**src/rtl/tfk_pkg.sv**
```systemverilog
// Package with the types, constants and helper functions of the tent kernel generator.
package tfk_pkg;

   // Largest kernel side in taps.
   localparam logic [3:0] MAX_TAPS = 4'd8;

   // Dividend width of p * 65535 and the number of restoring division steps.
   localparam int DIV_WIDTH = 20;
   localparam int STEP_WIDTH = $clog2(DIV_WIDTH);

   // Controller states.
   typedef enum logic [2:0] {
      ST_IDLE,
      ST_SETUP,
      ST_LOAD,
      ST_DIVIDE,
      ST_HOLD
   } state_type;

   // Commands from the controller to the datapath.
   typedef struct packed {
      logic latch;
      logic calc_sum;
      logic load_div;
      logic div_step;
      logic emit;
   } cmd_type;

   // Status from the datapath to the controller.
   typedef struct packed {
      logic div_last;
      logic out_free;
      logic tap_last;
   } status_type;

   // Saturate a requested size into the range one to MAX_TAPS.
   function automatic logic [3:0] clamp_size(input logic [3:0] size);
      logic [3:0] result;
      begin
         if (size == 4'd0) begin
            result = 4'd1;
         end else if (size > MAX_TAPS) begin
            result = MAX_TAPS;
         end else begin
            result = size;
         end
         return result;
      end
   endfunction

   // Sum of the tent factors over a side of n taps.
   function automatic logic [4:0] tent_sum(input logic [3:0] n);
      logic [4:0] result;
      begin
         unique case (n)
            4'd1:    result = 5'd1;
            4'd2:    result = 5'd2;
            4'd3:    result = 5'd4;
            4'd4:    result = 5'd6;
            4'd5:    result = 5'd9;
            4'd6:    result = 5'd12;
            4'd7:    result = 5'd16;
            4'd8:    result = 5'd20;
            default: result = 5'd0;
         endcase
         return result;
      end
   endfunction

   // Tent factor of tap i on a side of n taps: min(i + 1, n - i).
   function automatic logic [3:0] tent_factor(input logic [2:0] i, input logic [3:0] n);
      logic [3:0] up;
      logic [3:0] down;
      begin
         up = {1'b0, i} + 4'd1;
         down = n - {1'b0, i};
         return (up < down) ? up : down;
      end
   endfunction

endpackage

```
**src/rtl/tfk_ctrl.sv**
```systemverilog
// Controller state machine that sequences setup, division and output of each kernel tap.
module tfk_ctrl
   import tfk_pkg::*;
(
   input  logic       clock,
   input  logic       reset,
   input  logic       req_valid,
   output logic       req_stall,
   input  status_type sts,
   output cmd_type    cmd
);

   state_type state_ff;
   state_type state_in;

   // State register.
   always_ff @(posedge clock) begin
      if (reset) begin
         state_ff <= ST_IDLE;
      end else begin
         state_ff <= state_in;
      end
   end

   // Next state and datapath commands.
   always_comb begin
      state_in = state_ff;
      cmd = '0;
      req_stall = 1'b1;
      unique case (state_ff)
         ST_IDLE: begin
            req_stall = 1'b0;
            if (req_valid) begin
               cmd.latch = 1'b1;
               state_in = ST_SETUP;
            end
         end
         ST_SETUP: begin
            cmd.calc_sum = 1'b1;
            state_in = ST_LOAD;
         end
         ST_LOAD: begin
            cmd.load_div = 1'b1;
            state_in = ST_DIVIDE;
         end
         ST_DIVIDE: begin
            cmd.div_step = 1'b1;
            if (sts.div_last) begin
               state_in = ST_HOLD;
            end
         end
         ST_HOLD: begin
            if (sts.out_free) begin
               cmd.emit = 1'b1;
               state_in = sts.tap_last ? ST_IDLE : ST_LOAD;
            end
         end
         default: begin
            state_in = ST_IDLE;
         end
      endcase
   end

endmodule

```
**src/rtl/tfk_datapath.sv**
```systemverilog
// Datapath: latched sizes, tap counters, weight sum, serial divider and output register.
module tfk_datapath
   import tfk_pkg::*;
(
   input  logic        clock,
   input  logic        reset,
   input  cmd_type     cmd,
   input  logic [3:0]  req_x_size,
   input  logic [3:0]  req_y_size,
   output status_type  sts,
   output logic        rsp_valid,
   input  logic        rsp_stall,
   output logic [15:0] rsp_weight,
   output logic [2:0]  rsp_col,
   output logic [2:0]  rsp_row,
   output logic        rsp_last
);

   localparam logic [STEP_WIDTH-1:0] LAST_STEP = STEP_WIDTH'(DIV_WIDTH - 1);

   logic [3:0]            width_ff,  width_in;
   logic [3:0]            height_ff, height_in;
   logic [2:0]            col_ff,    col_in;
   logic [2:0]            row_ff,    row_in;
   logic [8:0]            sum_ff,    sum_in;
   logic [8:0]            rem_ff,    rem_in;
   logic [DIV_WIDTH-1:0]  dq_ff,     dq_in;
   logic [STEP_WIDTH-1:0] step_ff,   step_in;
   logic                  valid_ff,  valid_in;
   logic [15:0]           weight_ff, weight_in;
   logic [2:0]            ocol_ff,   ocol_in;
   logic [2:0]            orow_ff,   orow_in;
   logic                  olast_ff,  olast_in;

   logic [9:0]  sum_product;
   logic [7:0]  raw_product;
   logic [4:0]  raw_weight;
   logic [20:0] scaled;
   logic [9:0]  trial;
   logic [9:0]  diff;
   logic        fits;
   logic        col_end;
   logic        row_end;
   logic        out_free;

   // Raw tap weight and its scaling by 65535 as a shift and subtract.
   assign raw_product = tent_factor(col_ff, width_ff) * tent_factor(row_ff, height_ff);
   assign raw_weight = raw_product[4:0];
   assign scaled = {raw_weight, 16'h0000} - {16'h0000, raw_weight};
   assign sum_product = tent_sum(width_ff) * tent_sum(height_ff);

   // One restoring division step.
   assign trial = {rem_ff, dq_ff[DIV_WIDTH-1]};
   assign diff = trial - {1'b0, sum_ff};
   assign fits = trial >= {1'b0, sum_ff};

   // Position of the current tap in the kernel.
   assign col_end = ({1'b0, col_ff} == (width_ff - 4'd1));
   assign row_end = ({1'b0, row_ff} == (height_ff - 4'd1));
   assign out_free = !valid_ff || !rsp_stall;

   assign sts.div_last = (step_ff == LAST_STEP);
   assign sts.out_free = out_free;
   assign sts.tap_last = col_end && row_end;

   // Size latch, tap counters and weight sum.
   always_comb begin
      width_in = width_ff;
      height_in = height_ff;
      col_in = col_ff;
      row_in = row_ff;
      sum_in = sum_ff;
      if (cmd.latch) begin
         width_in = clamp_size(req_x_size);
         height_in = clamp_size(req_y_size);
         col_in = 3'd0;
         row_in = 3'd0;
      end
      if (cmd.calc_sum) begin
         sum_in = sum_product[8:0];
      end
      if (cmd.emit) begin
         if (col_end) begin
            col_in = 3'd0;
            row_in = row_ff + 3'd1;
         end else begin
            col_in = col_ff + 3'd1;
         end
      end
   end

   // Serial divider: remainder, shifting dividend and quotient, step count.
   always_comb begin
      rem_in = rem_ff;
      dq_in = dq_ff;
      step_in = step_ff;
      if (cmd.load_div) begin
         rem_in = 9'd0;
         dq_in = scaled[DIV_WIDTH-1:0];
         step_in = '0;
      end else if (cmd.div_step) begin
         rem_in = fits ? diff[8:0] : trial[8:0];
         dq_in = {dq_ff[DIV_WIDTH-2:0], fits};
         step_in = step_ff + STEP_WIDTH'(1);
      end
   end

   // Output register: loaded on emit, held while the receiver stalls.
   always_comb begin
      weight_in = weight_ff;
      ocol_in = ocol_ff;
      orow_in = orow_ff;
      olast_in = olast_ff;
      valid_in = valid_ff && rsp_stall;
      if (cmd.emit) begin
         valid_in = 1'b1;
         weight_in = dq_ff[15:0];
         ocol_in = col_ff;
         orow_in = row_ff;
         olast_in = col_end && row_end;
      end
   end

   // Control registers.
   always_ff @(posedge clock) begin
      if (reset) begin
         valid_ff <= 1'b0;
         step_ff <= '0;
         width_ff <= 4'd0;
         height_ff <= 4'd0;
         col_ff <= 3'd0;
         row_ff <= 3'd0;
         sum_ff <= 9'd0;
      end else begin
         valid_ff <= valid_in;
         step_ff <= step_in;
         width_ff <= width_in;
         height_ff <= height_in;
         col_ff <= col_in;
         row_ff <= row_in;
         sum_ff <= sum_in;
      end
   end

   // Payload registers.
   always_ff @(posedge clock) begin
      rem_ff <= rem_in;
      dq_ff <= dq_in;
      weight_ff <= weight_in;
      ocol_ff <= ocol_in;
      orow_ff <= orow_in;
      olast_ff <= olast_in;
   end

   assign rsp_valid = valid_ff;
   assign rsp_weight = weight_ff;
   assign rsp_col = ocol_ff;
   assign rsp_row = orow_ff;
   assign rsp_last = olast_ff;

endmodule

```
**src/rtl/tent_filter_kernel_generator_core.sv**
```systemverilog
// Top level of the tent (Bartlett) supersampling kernel generator.
//
// A request transfer on the req_ channel carries the kernel width and height
// in taps; zero counts as one tap and sizes above eight saturate to eight.
// The block answers with width * height result transfers on the rsp_ channel
// in row-major order, each holding floor(p * 65535 / sum) for the raw tent
// product p of the tap, its column and row, and a last flag on the final tap.
// Each weight comes from a 20-step restoring divider, one quotient bit per
// cycle. Each tap takes a divider load, 20 divide steps and an emit, and a
// request adds a size latch and a weight sum setup ahead of its first tap.
// req_stall is low only while the block is idle; a new request can be taken
// while the final weight of the previous kernel still waits in the output
// register. While the receiver stalls, the output register holds its weight
// and the divider finishes the next one, then waits for the register to free.
// Synchronous reset clears the controller, the output valid and the sizes.
module tent_filter_kernel_generator_core
   import tfk_pkg::*;
(
   input  logic        clock,
   input  logic        reset,
   input  logic        req_valid,
   output logic        req_stall,
   input  logic [3:0]  req_x_size,
   input  logic [3:0]  req_y_size,
   output logic        rsp_valid,
   input  logic        rsp_stall,
   output logic [15:0] rsp_weight,
   output logic [2:0]  rsp_col,
   output logic [2:0]  rsp_row,
   output logic        rsp_last
);

   cmd_type    cmd;
   status_type sts;

   // Sequencer.
   tfk_ctrl u_ctrl (
      .clock     (clock),
      .reset     (reset),
      .req_valid (req_valid),
      .req_stall (req_stall),
      .sts       (sts),
      .cmd       (cmd)
   );

   // Arithmetic and output register.
   tfk_datapath u_datapath (
      .clock      (clock),
      .reset      (reset),
      .cmd        (cmd),
      .req_x_size (req_x_size),
      .req_y_size (req_y_size),
      .sts        (sts),
      .rsp_valid  (rsp_valid),
      .rsp_stall  (rsp_stall),
      .rsp_weight (rsp_weight),
      .rsp_col    (rsp_col),
      .rsp_row    (rsp_row),
      .rsp_last   (rsp_last)
   );

endmodule

```
**config.mk**
```make
export PLATFORM = sky130hd
export DESIGN_NAME = tent_filter_kernel_generator_core
export DESIGN_NICKNAME = d
export VERILOG_FILES = /design/src/rtl/tfk_pkg.sv /design/src/rtl/tfk_ctrl.sv /design/src/rtl/tfk_datapath.sv /design/src/rtl/tent_filter_kernel_generator_core.sv
export SDC_FILE = /design/constraint.sdc
export NUM_CORES = 1
export LEC_CHECK = 0
export BUFFER_PORTS_ARGS = -buffer_cell sky130_fd_sc_hd__buf_2
export CAP_MARGIN = 10
export CORE_UTILIZATION = 50
export DETAILED_ROUTE_END_ITERATION = 7
export PLACE_DENSITY = 0.7
export SETUP_SLACK_MARGIN = 0.2
export SYNTH_ARGS = -nofsm -noshare
export SYNTH_HDL_FRONTEND = slang
export SYNTH_SLANG_ARGS = --single-unit
```
**constraint.sdc**
```tcl
create_clock -name clock -period 5.7 [get_ports clock]
set_clock_uncertainty 0.15 [all_clocks]
set_input_delay 0.285 -clock clock [delete_from_list [all_inputs] [get_ports clock]]
set_output_delay 0.285 -clock clock [all_outputs]
set_load 0.05 [all_outputs]
```
== After elaboration in Yosys (flattened, before gate mapping) ==
Memories as Yosys holds them, arrays and structs flattened. A register that Yosys moved wholly into a read port is not among the register bits.
Cells that the tools add are included.

* Flip-flop bits (word level): 84
* Bits in read-only memories: 160
* Bits of input ports: 12
* Output and inout bits: 25
* Logic and storage cells: 89
* Memories: 2

{| class="wikitable"
|+ Memories
! memory !! depth !! bits a word !! read ports !! clocked after memory_dff !! wr ports !! line !! RTL
|-
| (no name shown) || 16 || 5 || 1 || 1 || 0 || tfk_pkg.sv:55 || <nowiki>unique case (n)</nowiki>
|-
| (no name shown) || 16 || 5 || 1 || 1 || 0 || tfk_pkg.sv:55 ||
|}

* Add/subtract/negate cells: 11
* Multiply operators: 2
* $lt $le $gt $ge: 5
* Equality and inequality tests: 10
* Mux-type cells: 33
* Reductions and logical operators: 12

{| class="wikitable"
|+ Operators with widths
! kind !! number
|-
| two-way mux 20 bit || 2
|-
| two-way mux 4 bit || 10
|-
| two-way mux 3 bit || 9
|-
| subtractor 20 x 5 -> 20 bit || 1
|-
| one-hot mux 3 bit (5 select lines) || 1
|-
| greater-or-equal comparator 10 x 9 -> 1 bit || 1
|-
| multiplier 5 x 5 -> 9 bit || 1
|-
| two-way mux 1 bit || 9
|-
| two-way mux 9 bit || 1
|-
| subtractor 9 bit || 1
|-
| adder 3 x 1 -> 4 bit, second input constant || 2
|-
| equality test 3 x 4 -> 1 bit || 2
|-
| greater-than comparator 4 bit, second input constant || 2
|-
| zero test 4 bit || 2
|-
| less-than comparator 4 bit || 2
|-
| subtractor 4 x 1 -> 4 bit, second input constant || 2
|-
| subtractor 4 x 3 -> 4 bit || 2
|-
| adder 3 x 1 -> 3 bit, second input constant || 2
|-
| equality test 3 x 2 -> 1 bit, second input constant || 2
|-
| adder 5 x 1 -> 5 bit, second input constant || 1
|-
| equality test 5 bit, second input constant || 1
|-
| multiplier 4 x 4 -> 5 bit || 1
|-
| inequality test 2 bit, second input constant || 2
|-
| nonzero test 2 bit || 2
|-
| other kinds (10) || 12
|}

== Depth between registers and ports, before layout ==
Gate-level depths: netlist (run 1).

* Depth after elaboration: 6
* Depth in mapped cells: 26
* Gate-level depth less buffers: 25

== Hierarchy ==
A second synthesis (run 1) with hierarchy kept.

* Cells, all modules: 599
* Area total of the unflattened synthesis: 5833.1 µm²

{| class="wikitable"
|+ By module, submodules not included
! module !! times used !! cells each !! area an instance (µm²) !! seq. area each (µm²)
|-
| tfk_datapath || 1 || 575 || 5642.9 || 2252.2
|-
| tfk_ctrl || 1 || 24 || 190.2 || 60.1
|}

== Worst setup path before layout (run 1) ==
No wires, ideal clock.

* Kind: reg2reg
* From: register u_datapath.col_ff[1]
* To: register u_datapath.dq_ff[16] (data pin)
* Library setup time: 260 ps
* Arrival time: 5585 ps
* Required time: 5290 ps
* Path slack: -295 ps
* Stages on the path, launching flop included: 24
* Buffers on the path: 1
* Period minus slack after synthesis: 5995 ps
* Path through: dfxtp_1 -> inv_1 -> ha_1 -> a21o_1 -> a21o_1 -> xnor2_1 -> ha_1 -> inv_1 -> nand2_1 -> o21ai_1 -> mux2i_1 -> or2_2 -> fa_1 -> fa_1 -> inv_1 -> fa_1 -> xor2_1 -> xnor2_1 -> xnor2_2 -> xnor3_2 -> buf_6 -> ha_1 -> xor2_1 -> mux2_2

* Cells in the longest elaborated chain, start to end: 6
* Elaborated cells on any way between the ends: 7
* Those cells by class: add/sub: 3; mul: 1; order compare: 1; mux: 2

{| class="wikitable"
|+ RTL lines
! item !! line !! RTL
|-
| start, declared || tfk_datapath.sv:23 || <nowiki>logic [2:0] col_ff, col_in;</nowiki>
|-
| start signal, assigned || tfk_datapath.sv:139 || <nowiki>col_ff <= col_in;</nowiki>
|-
| subtractor 4 x 3 -> 4 bit or adder 3 x 1 -> 4 bit (tied branches) || tfk_pkg.sv:76, tfk_pkg.sv:75 ||
|-
| less-than comparator 4 bit || tfk_pkg.sv:77 || <nowiki>return (up < down) ? up : down;</nowiki>
|-
| two-way mux 4 bit * || tfk_pkg.sv:77 ||
|-
| multiplier 4 x 4 -> 5 bit * || tfk_datapath.sv:47 || <nowiki>assign raw_product = tent_factor(col_ff, width_ff) * tent_factor(row_ff, height_ff);</nowiki>
|-
| subtractor 20 x 5 -> 20 bit * || tfk_datapath.sv:49 || <nowiki>assign scaled = {raw_weight, 16'h0000} - {16'h0000, raw_weight};</nowiki>
|-
| two-way mux 20 bit * || tfk_datapath.sv:97 || <nowiki>if (cmd.load_div) begin</nowiki>
|-
| net u_datapath.dq_in[16] || tfk_datapath.sv:27 || <nowiki>logic [DIV_WIDTH-1:0] dq_ff, dq_in;</nowiki>
|-
| end signal, assigned || tfk_datapath.sv:148 || <nowiki>dq_ff <= dq_in;</nowiki>
|-
| end, declared || tfk_datapath.sv:27 ||
|}

The timed path passes the listed nets; every way through them passes the cells marked *.
A chain may end at the register's enable or synchronous reset.

== Worst setup path in the final report (run 1) ==
* From: register u_datapath.width_ff[0]
* To: register u_datapath.dq_ff[16] (data pin)

* Cells in the longest elaborated chain, start to end: 6

{| class="wikitable"
|+ RTL lines
! item !! line !! RTL
|-
| start, declared || tfk_datapath.sv:21 || <nowiki>logic [3:0] width_ff, width_in;</nowiki>
|-
| start signal, assigned || tfk_datapath.sv:137 || <nowiki>width_ff <= width_in;</nowiki>
|-
| subtractor 4 x 3 -> 4 bit * || tfk_pkg.sv:76 || <nowiki>down = n - {1'b0, i};</nowiki>
|-
| less-than comparator 4 bit || tfk_pkg.sv:77 ||
|-
| two-way mux 4 bit * || tfk_pkg.sv:77 ||
|-
| multiplier 4 x 4 -> 5 bit * || tfk_datapath.sv:47 ||
|-
| subtractor 20 x 5 -> 20 bit * || tfk_datapath.sv:49 ||
|-
| two-way mux 20 bit * || tfk_datapath.sv:97 ||
|-
| net u_datapath.dq_in[16] || tfk_datapath.sv:27 ||
|}

Marks and branches as above.

==> flow_summary.toml, run 1 <==
[run_status]
status = "finished clean"

[sta]
setup_tns_ns = 0
hold_viol_final = 0
rsz0062_at_grt = "yes"
fin_crit_ns = 5.55
final_max_slew_viol_count = 0
worst_slew_margin_rel_pct = 37.0
max_freq_ghz = 0.180
fin_crit_sh_pct = 97.4
hold_ws_ns = 0.0655
setup_viol = 0
worst_slew_pin_slew_ns = 0.946

[critical_path]
critical_path_arrival_ns = 5.51
end_kind = "register"
required_ns = 5.65
r2r-start = "u_datapath.width_ff[0]"
critPathKind = "register to register"
reg2reg_depth = 22
crit_start = "u_datapath.width_ff[0]"
cp_max_fo = 4
r2r-end = "u_datapath.dq_ff[16]"
crit_path_end = "u_datapath.dq_ff[16]"
reg2reg_slack_ns = 0.15
start_kind = "register"

[route]
route.met2.wl_mm = 5.97
routed_wl_mm = 11.8
wl_per_cell_um = 14.8
firstDrtPassIters = 7
detail-route-antenna-nets = 0
remaining_drc_errors = 0
drt_iter0_markers = 162
drt-vias-per-instance = 5.38
vias = 4282
routed.top_layer = "met4"
wl_met1_mm = 5.35
dr_wl_met3_um = 284

[placement]
placed_area_sq_um = 6130
routabilityCongestion = 0.836
port_buffers = 36
dp_hpwl_mm = 8.41

[clocking]
root_buffer = "clkbuf_16"
cts.sinks = 94
cts_hold_buf = 0
clock_path_buffers = 2
cts-buffers-inserted = 9
htreeDepth = 3
cts_tree = "yes"
clock_latency_ns = 0.35
clkSlewWorstSetupHoldPaths_ns = 0.07

[synth]
async_flop_share_pct = 0
ys_warn_count = 0
postSynthCellCount = 611
synthDistinctLibCells = 54
ys_seq_elements = 94
netlist_area_sq_um = 5800
synth_nets = 696
synthFlopType = "dfxtp_1"
avgSynthCellArea_sq_um = 9.49
yosysSeqAreaShare_pct = 39.9
synth-edff-count = 43

[pwr]
combPwrFrac_pct = 31.5
totalPowerFinal_mw = 2.11
powerDensity_nw_per_um2 = 315
switchingPower_uw = 696
p_int_mw = 1.41
seq_power_share_pct = 38.7
power.leakage_nw = 2.74
p_clk_share_pct = 29.8
ir_worst_vdd_uv = 196
switching_share_pct = 33.1

[die]
start_util_pct = 52.3
die_area_sq_um = 12000
dieWidth_um = 110
core.rowCount = 38
io_pins = 37
die_h_um = 110
core_sq_um = 11100

[cells_and_area]
synthToLayoutAreaGrowth_pct = 15.2
fin_util_pct = 60.3
fillers = 929
regArea_sq_um = 2330
nets = 736
design_area_sq_um = 6680
drive_gt1_share_pct = 19.4
diodes = 0
multi_input_area_sq_um = 3390

[grt]
gr-total-overflow = 0
grtUsageTotal_pct = 21.2
grt_pass1_wl_mm = 19.6
first_global_vias = 4239
grt_start_max_net_pins = 37
antenna_found_initial = 0

[job]
maxCapViolations = 0

[worst_hold_path]
min_path_type = "primary input to register"
## through the flow
step                      cells  worst slack [ns]
after floorplan             611             0.232
after global placement      773             0.258
after detailed placement    773            0.0400
after CTS                   790             0.212
after global routing        796           -0.0174
final                       796             0.145
## worst max-delay path: stages (launching register included)
cell and delay (ns):
dfxtp_2 0.34, inv_2 0.08, ha_4 0.13, inv_2 0.05, fa_2 0.40, xor2_2 0.19, inv_2 0.07, ha_4 0.27
nand2_4 0.05, o21ai_4 0.26, mux2i_2 0.13, or2_4 0.28, fa_1 0.50, fa_1 0.55, inv_2 0.05, fa_2 0.38
xor2_2 0.17, xnor2_2 0.21, xnor2_2 0.14, xnor3_2 0.30, ha_4 0.19, xor2_1 0.16, mux2_4 0.27
## kinds of logic (layout without fill, tap and decap cells)
| kind of cell | count (synthesis) | count (layout) | synth area share, % |
|---|---|---|---|
| mux | 21 | 21 | 3.69 |
| compound gates | 107 | 107 | 11.7 |
| xor+xnor | 31 | 31 | 5.33 |
| fa+ha+maj | 73 | 73 | 17.6 |
| simple gates | 210 | 210 | 16.8 |
| flops | 94 | 94 | 39.9 |
| buf+inv | 75 | 120 | 5.05 |
## how the worst min path moves through the flow
stage | start | end | slack [ns] | depth (start not counted)
finish | rsp_stall | u_datapath.rsp_valid | 0.07 | 3
global route | rsp_stall | u_datapath.rsp_valid | 0.09 | 3
CTS | rsp_stall | u_datapath.rsp_valid | 0.06 | 3
detailed placement | u_datapath.dq_ff[4] | u_datapath.rsp_weight[4] | 0.28 | 0
global placement | u_datapath.dq_ff[0] | u_datapath.rsp_weight[0] | 0.28 | 0
floorplan | u_datapath.dq_ff[15] | u_datapath.rsp_weight[15] | 0.27 | 0
## layout by cell type (no fill, tap or decap), types with 12 or more instances in the layout
cell      netlist  routed
a21oi_2         9      12
buf_2           3      36
and2_1         17      17
dfxtp_1        51      43
nor2_1         52      50
inv_1          57      49
a21oi_1        38      34
fa_1           14      12
o21ai_0        23      22
nand2_1        79      78
edfxtp_1       43      43
nor3_1         15      15
xnor2_1        14      12
mux2i_1        18      15
ha_1           59      52
## cell usage after synthesis, types with 5 or more instances
| library cell | n | share of area [%] |
|---|---|---|
| nand2_1 | 79 | 5.1 |
| ha_1 | 59 | 13 |
| inv_1 | 57 | 3.7 |
| nor2_1 | 52 | 3.4 |
| dfxtp_1 | 51 | 18 |
| edfxtp_1 | 43 | 22 |
| a21oi_1 | 38 | 3.3 |
| o21ai_0 | 23 | 2.0 |
| mux2i_1 | 18 | 3.1 |
| and2_1 | 17 | 1.8 |
| nor3_1 | 15 | 1.3 |
| fa_1 | 14 | 4.8 |
| xnor2_1 | 14 | 2.1 |
| clkbuf_1 | 13 | 0.84 |
| xor2_1 | 13 | 2.0 |
| nor2b_1 | 10 | 1.1 |
| a21oi_2 | 9 | 1.4 |
| a21o_1 | 7 | 0.91 |
| nand3_1 | 7 | 0.60 |
| nand3b_1 | 5 | 0.65 |
| nand4_1 | 5 | 0.54 |
## metal layers
| layer | vias up | track usage, % |
|---|---|---|
| li1 | 2164 | - |
| met1 | 2037 | 26.0 |
| met2 | 68 | 37.6 |
| met3 | 13 | 4.09 |
| met4 | 0 | 6.00 |
| met5 | - | 0 |
## area by class of cell
cell class	count	share of cell area [%]
tap	140	2.62
inverter	57	3.20
clock inverter	6	1.14
timing repair buffer	47	3.93
sequential	94	34.9
multi-input combinational	442	50.8
clock buffer	10	3.43
## power groups by stage
stage | Clock, mW | Sequential [mW] | Combinational, mW
after global routing | 0.666 | 0.823 | 0.739
after detailed placement | 0 | 0.830 | 0.642
final | 0.627 | 0.814 | 0.664
after global placement | 0 | 0.827 | 0.622
after floorplan | 0 | 0.814 | 0.532
after CTS | 0.638 | 0.815 | 0.653
## what timing repair did
item | in CTS | in global routing
pin swaps | 4 | 20
setup buffers | 1 | 6
gates resized for setup | 15 | 31
endpoints found under the setup margin | 1 | 1
Power figures use the tool's default switching activity.
==> inputs of run 2 (changes only) <==
--- a/config.mk
+++ b/config.mk
@@ -5,6 +5,7 @@
 export SDC_FILE = /design/constraint.sdc
 export NUM_CORES = 1
 export LEC_CHECK = 0
+export ABC_AREA = 1
 export BUFFER_PORTS_ARGS = -buffer_cell sky130_fd_sc_hd__buf_2
 export CAP_MARGIN = 10
 export CORE_UTILIZATION = 50
==> flow_summary.toml, run 2 <==
[critical_path]
r2r-end = "u_datapath.dq_ff[16]"
critical_path_arrival_ns = 5.19
r2r-start = "u_datapath.col_ff[0]"
required_ns = 5.64
reg2reg_depth = 25
critPathKind = "register to register"
start_kind = "register"
reg2reg_slack_ns = 0.45
cp_max_fo = 7
end_kind = "register"

[clocking]
cts_hold_buf = 0
htreeDepth = 3
clock_latency_ns = 0.35
clock_path_buffers = 2
clkSlewWorstSetupHoldPaths_ns = 0.07
root_buffer = "clkbuf_16"
cts.sinks = 94
cts_tree = "yes"
cts-buffers-inserted = 9

[sta]
setup_viol = 0
max_freq_ghz = 0.190
rsz0062_at_grt = "no"
final_max_slew_viol_count = 0
worst_slew_pin_slew_ns = 0.970
fin_crit_ns = 5.25
fin_crit_sh_pct = 92.1
worst_slew_margin_rel_pct = 35.2
setup_tns_ns = 0
hold_viol_final = 0

[synth]
synthDistinctLibCells = 44
avgSynthCellArea_sq_um = 8.50
postSynthCellCount = 684
synth_nets = 769
yosysSeqAreaShare_pct = 39.8
ys_warn_count = 0
synth_top_area_cell = "edfxtp_1"
synth.top_cell.area_share_pct = 22.2
synthFlopType = "dfxtp_1"
netlist_area_sq_um = 5810
synthTopCellsByCount = "nand2_1 (148), inv_1 (116), ha_1 (59)"
synth.most_common_cell = "nand2_1"
async_flop_share_pct = 0
yosys-top-cells-area = "edfxtp_1 (22%), dfxtp_1 (18%), ha_1 (13%)"
synth-edff-count = 43
ys_seq_elements = 94

[route]
drt-vias-per-instance = 5.12
routed_wl_mm = 11.6
vias = 4494
firstDrtPassIters = 4
detail-route-antenna-nets = 0
wl_per_cell_um = 13.2
drt_iter0_markers = 170
remaining_drc_errors = 0

[die]
core.rowCount = 39
die_h_um = 110
start_util_pct = 51.1
io_pins = 37
dieWidth_um = 110
die_area_sq_um = 12100
core_sq_um = 11400

[placement]
placed_area_sq_um = 6160
dp_hpwl_mm = 8.80
port_buffers = 36
placed_cells = 858
routabilityCongestion = 0.876

[cells_and_area]
drive_gt1_share_pct = 17.6
design_area_sq_um = 6580
diodes = 0
regArea_sq_um = 2320
synthToLayoutAreaGrowth_pct = 13.2
final_cell_count_no_fill = 878
final_common_cell = "nand2_1"
multi_input_area_sq_um = 3070
final_cell_mix = "nand2_1 (146), inv_1 (112), ha_1 (56)"
fillers = 1034
fin_util_pct = 57.9
nets = 815

[pwr]
ir_worst_vdd_uv = 203
power.leakage_nw = 3.20
powerDensity_nw_per_um2 = 346

[job]
maxCapViolations = 0

[grt]
grt_pass1_wl_mm = 18.9
grt_start_max_net_pins = 26
grtUsageTotal_pct = 20.6
gr-total-overflow = 0
first_global_vias = 4265
antenna_found_initial = 0

[worst_hold_path]
hold_path_depth = 3
min_path_type = "primary input to register"
hold_start = "req_y_size[1]"
holdPathEnd = "u_datapath.height_ff[1]"

[run_status]
status = "finished clean"
-- run 2: what timing repair did --
| action | 4_1_cts | 5_1_grt |
|---|---|---|
| gates resized for setup | 13 | 15 |
| buffers inserted | 0 | 4 |
| setup endpoints to repair | 3 | 4 |
| cloned | 0 | 0 |
| pin swaps | 4 | 8 |
-- run 2: layout make-up --
| cell class | count | area share [%] |
|---|---|---|
| timing repair buffer | 43 | 3.54 |
| tap | 143 | 2.72 |
| inverter | 126 | 7.27 |
| multi-input combinational | 456 | 46.7 |
| sequential | 94 | 35.3 |
| clock inverter | 6 | 0.970 |
| clock buffer | 10 | 3.48 |
-- run 2: how the worst max path moves through the flow --
stage,depth (start not counted),end,start
final,25,u_datapath.dq_ff[16],u_datapath.col_ff[0]
after global routing,28,u_datapath.dq_ff[16],u_datapath.col_ff[2]
after CTS,26,u_datapath.dq_ff[16],u_datapath.row_ff[1]
after detailed placement,29,u_datapath.dq_ff[16],u_datapath.col_ff[2]
after global placement,29,u_datapath.dq_ff[16],u_datapath.col_ff[2]
after floorplan,28,u_datapath.dq_ff[16],u_datapath.col_ff[2]
-- run 2: metal layers --
layer | vias up | GRT usage, % | wire, um
li1 | 2298 | - | -
met1 | 2101 | 24.5 | 4960
met2 | 86 | 36.3 | 6040
met3 | 9 | 3.73 | 444
met4 | 0 | 8.86 | 162
met5 | - | 0 | 0
-- run 2: logic make-up after synthesis --
kind of cell | share of synthesized area (%)
AO/OA/AOI/OAI | 10.4
flip-flops | 39.8
XOR/XNOR | 3.62
buffers and inverters | 8.83
AND/OR/NAND/NOR | 19.8
adder cells (fa/ha/maj) | 17.5
-- run 2: critical path: stages, from the launching register on --
cell and delay, ns:
dfxtp_4 0.39, ha_2 0.19, inv_2 0.06, fa_1 0.37, xnor2_1 0.17, ha_1 0.29
nand2_1 0.08, o21ai_4 0.25, nand2_1 0.11, o21a_1 0.15, inv_2 0.07, nand2_1 0.06
fa_1 0.45, fa_1 0.49, inv_1 0.05, fa_2 0.35, xnor2_2 0.14, or2_1 0.23
nand2_2 0.08, nand2_2 0.09, nand2_1 0.07, inv_1 0.04, ha_1 0.19, or2_2 0.32
nor2_1 0.11, a31oi_1 0.05
-- run 2: report_power, final --
| group | internal (mW) | switching [mW] |
|---|---|---|
| clock | 0.339 | 0.257 |
| sequential | 0.820 | 0.0577 |
| combinational | 0.284 | 0.518 |
| total | 1.44 | 0.832 |
-- run 2: metrics by stage --
stage / power, mW / hold slack (ns) / setup slack, ns
2_1_floorplan: 1.51 / 0.277 / 0.395
3_3_place_gp: 1.64 / 0.291 / 0.227
3_5_place_dp: 1.67 / 0.289 / -0.0140
4_1_cts: 2.27 / 0.0570 / 0.206
5_1_grt: 2.45 / 0.0811 / 0.187
6_report: 2.27 / 0.0701 / 0.448
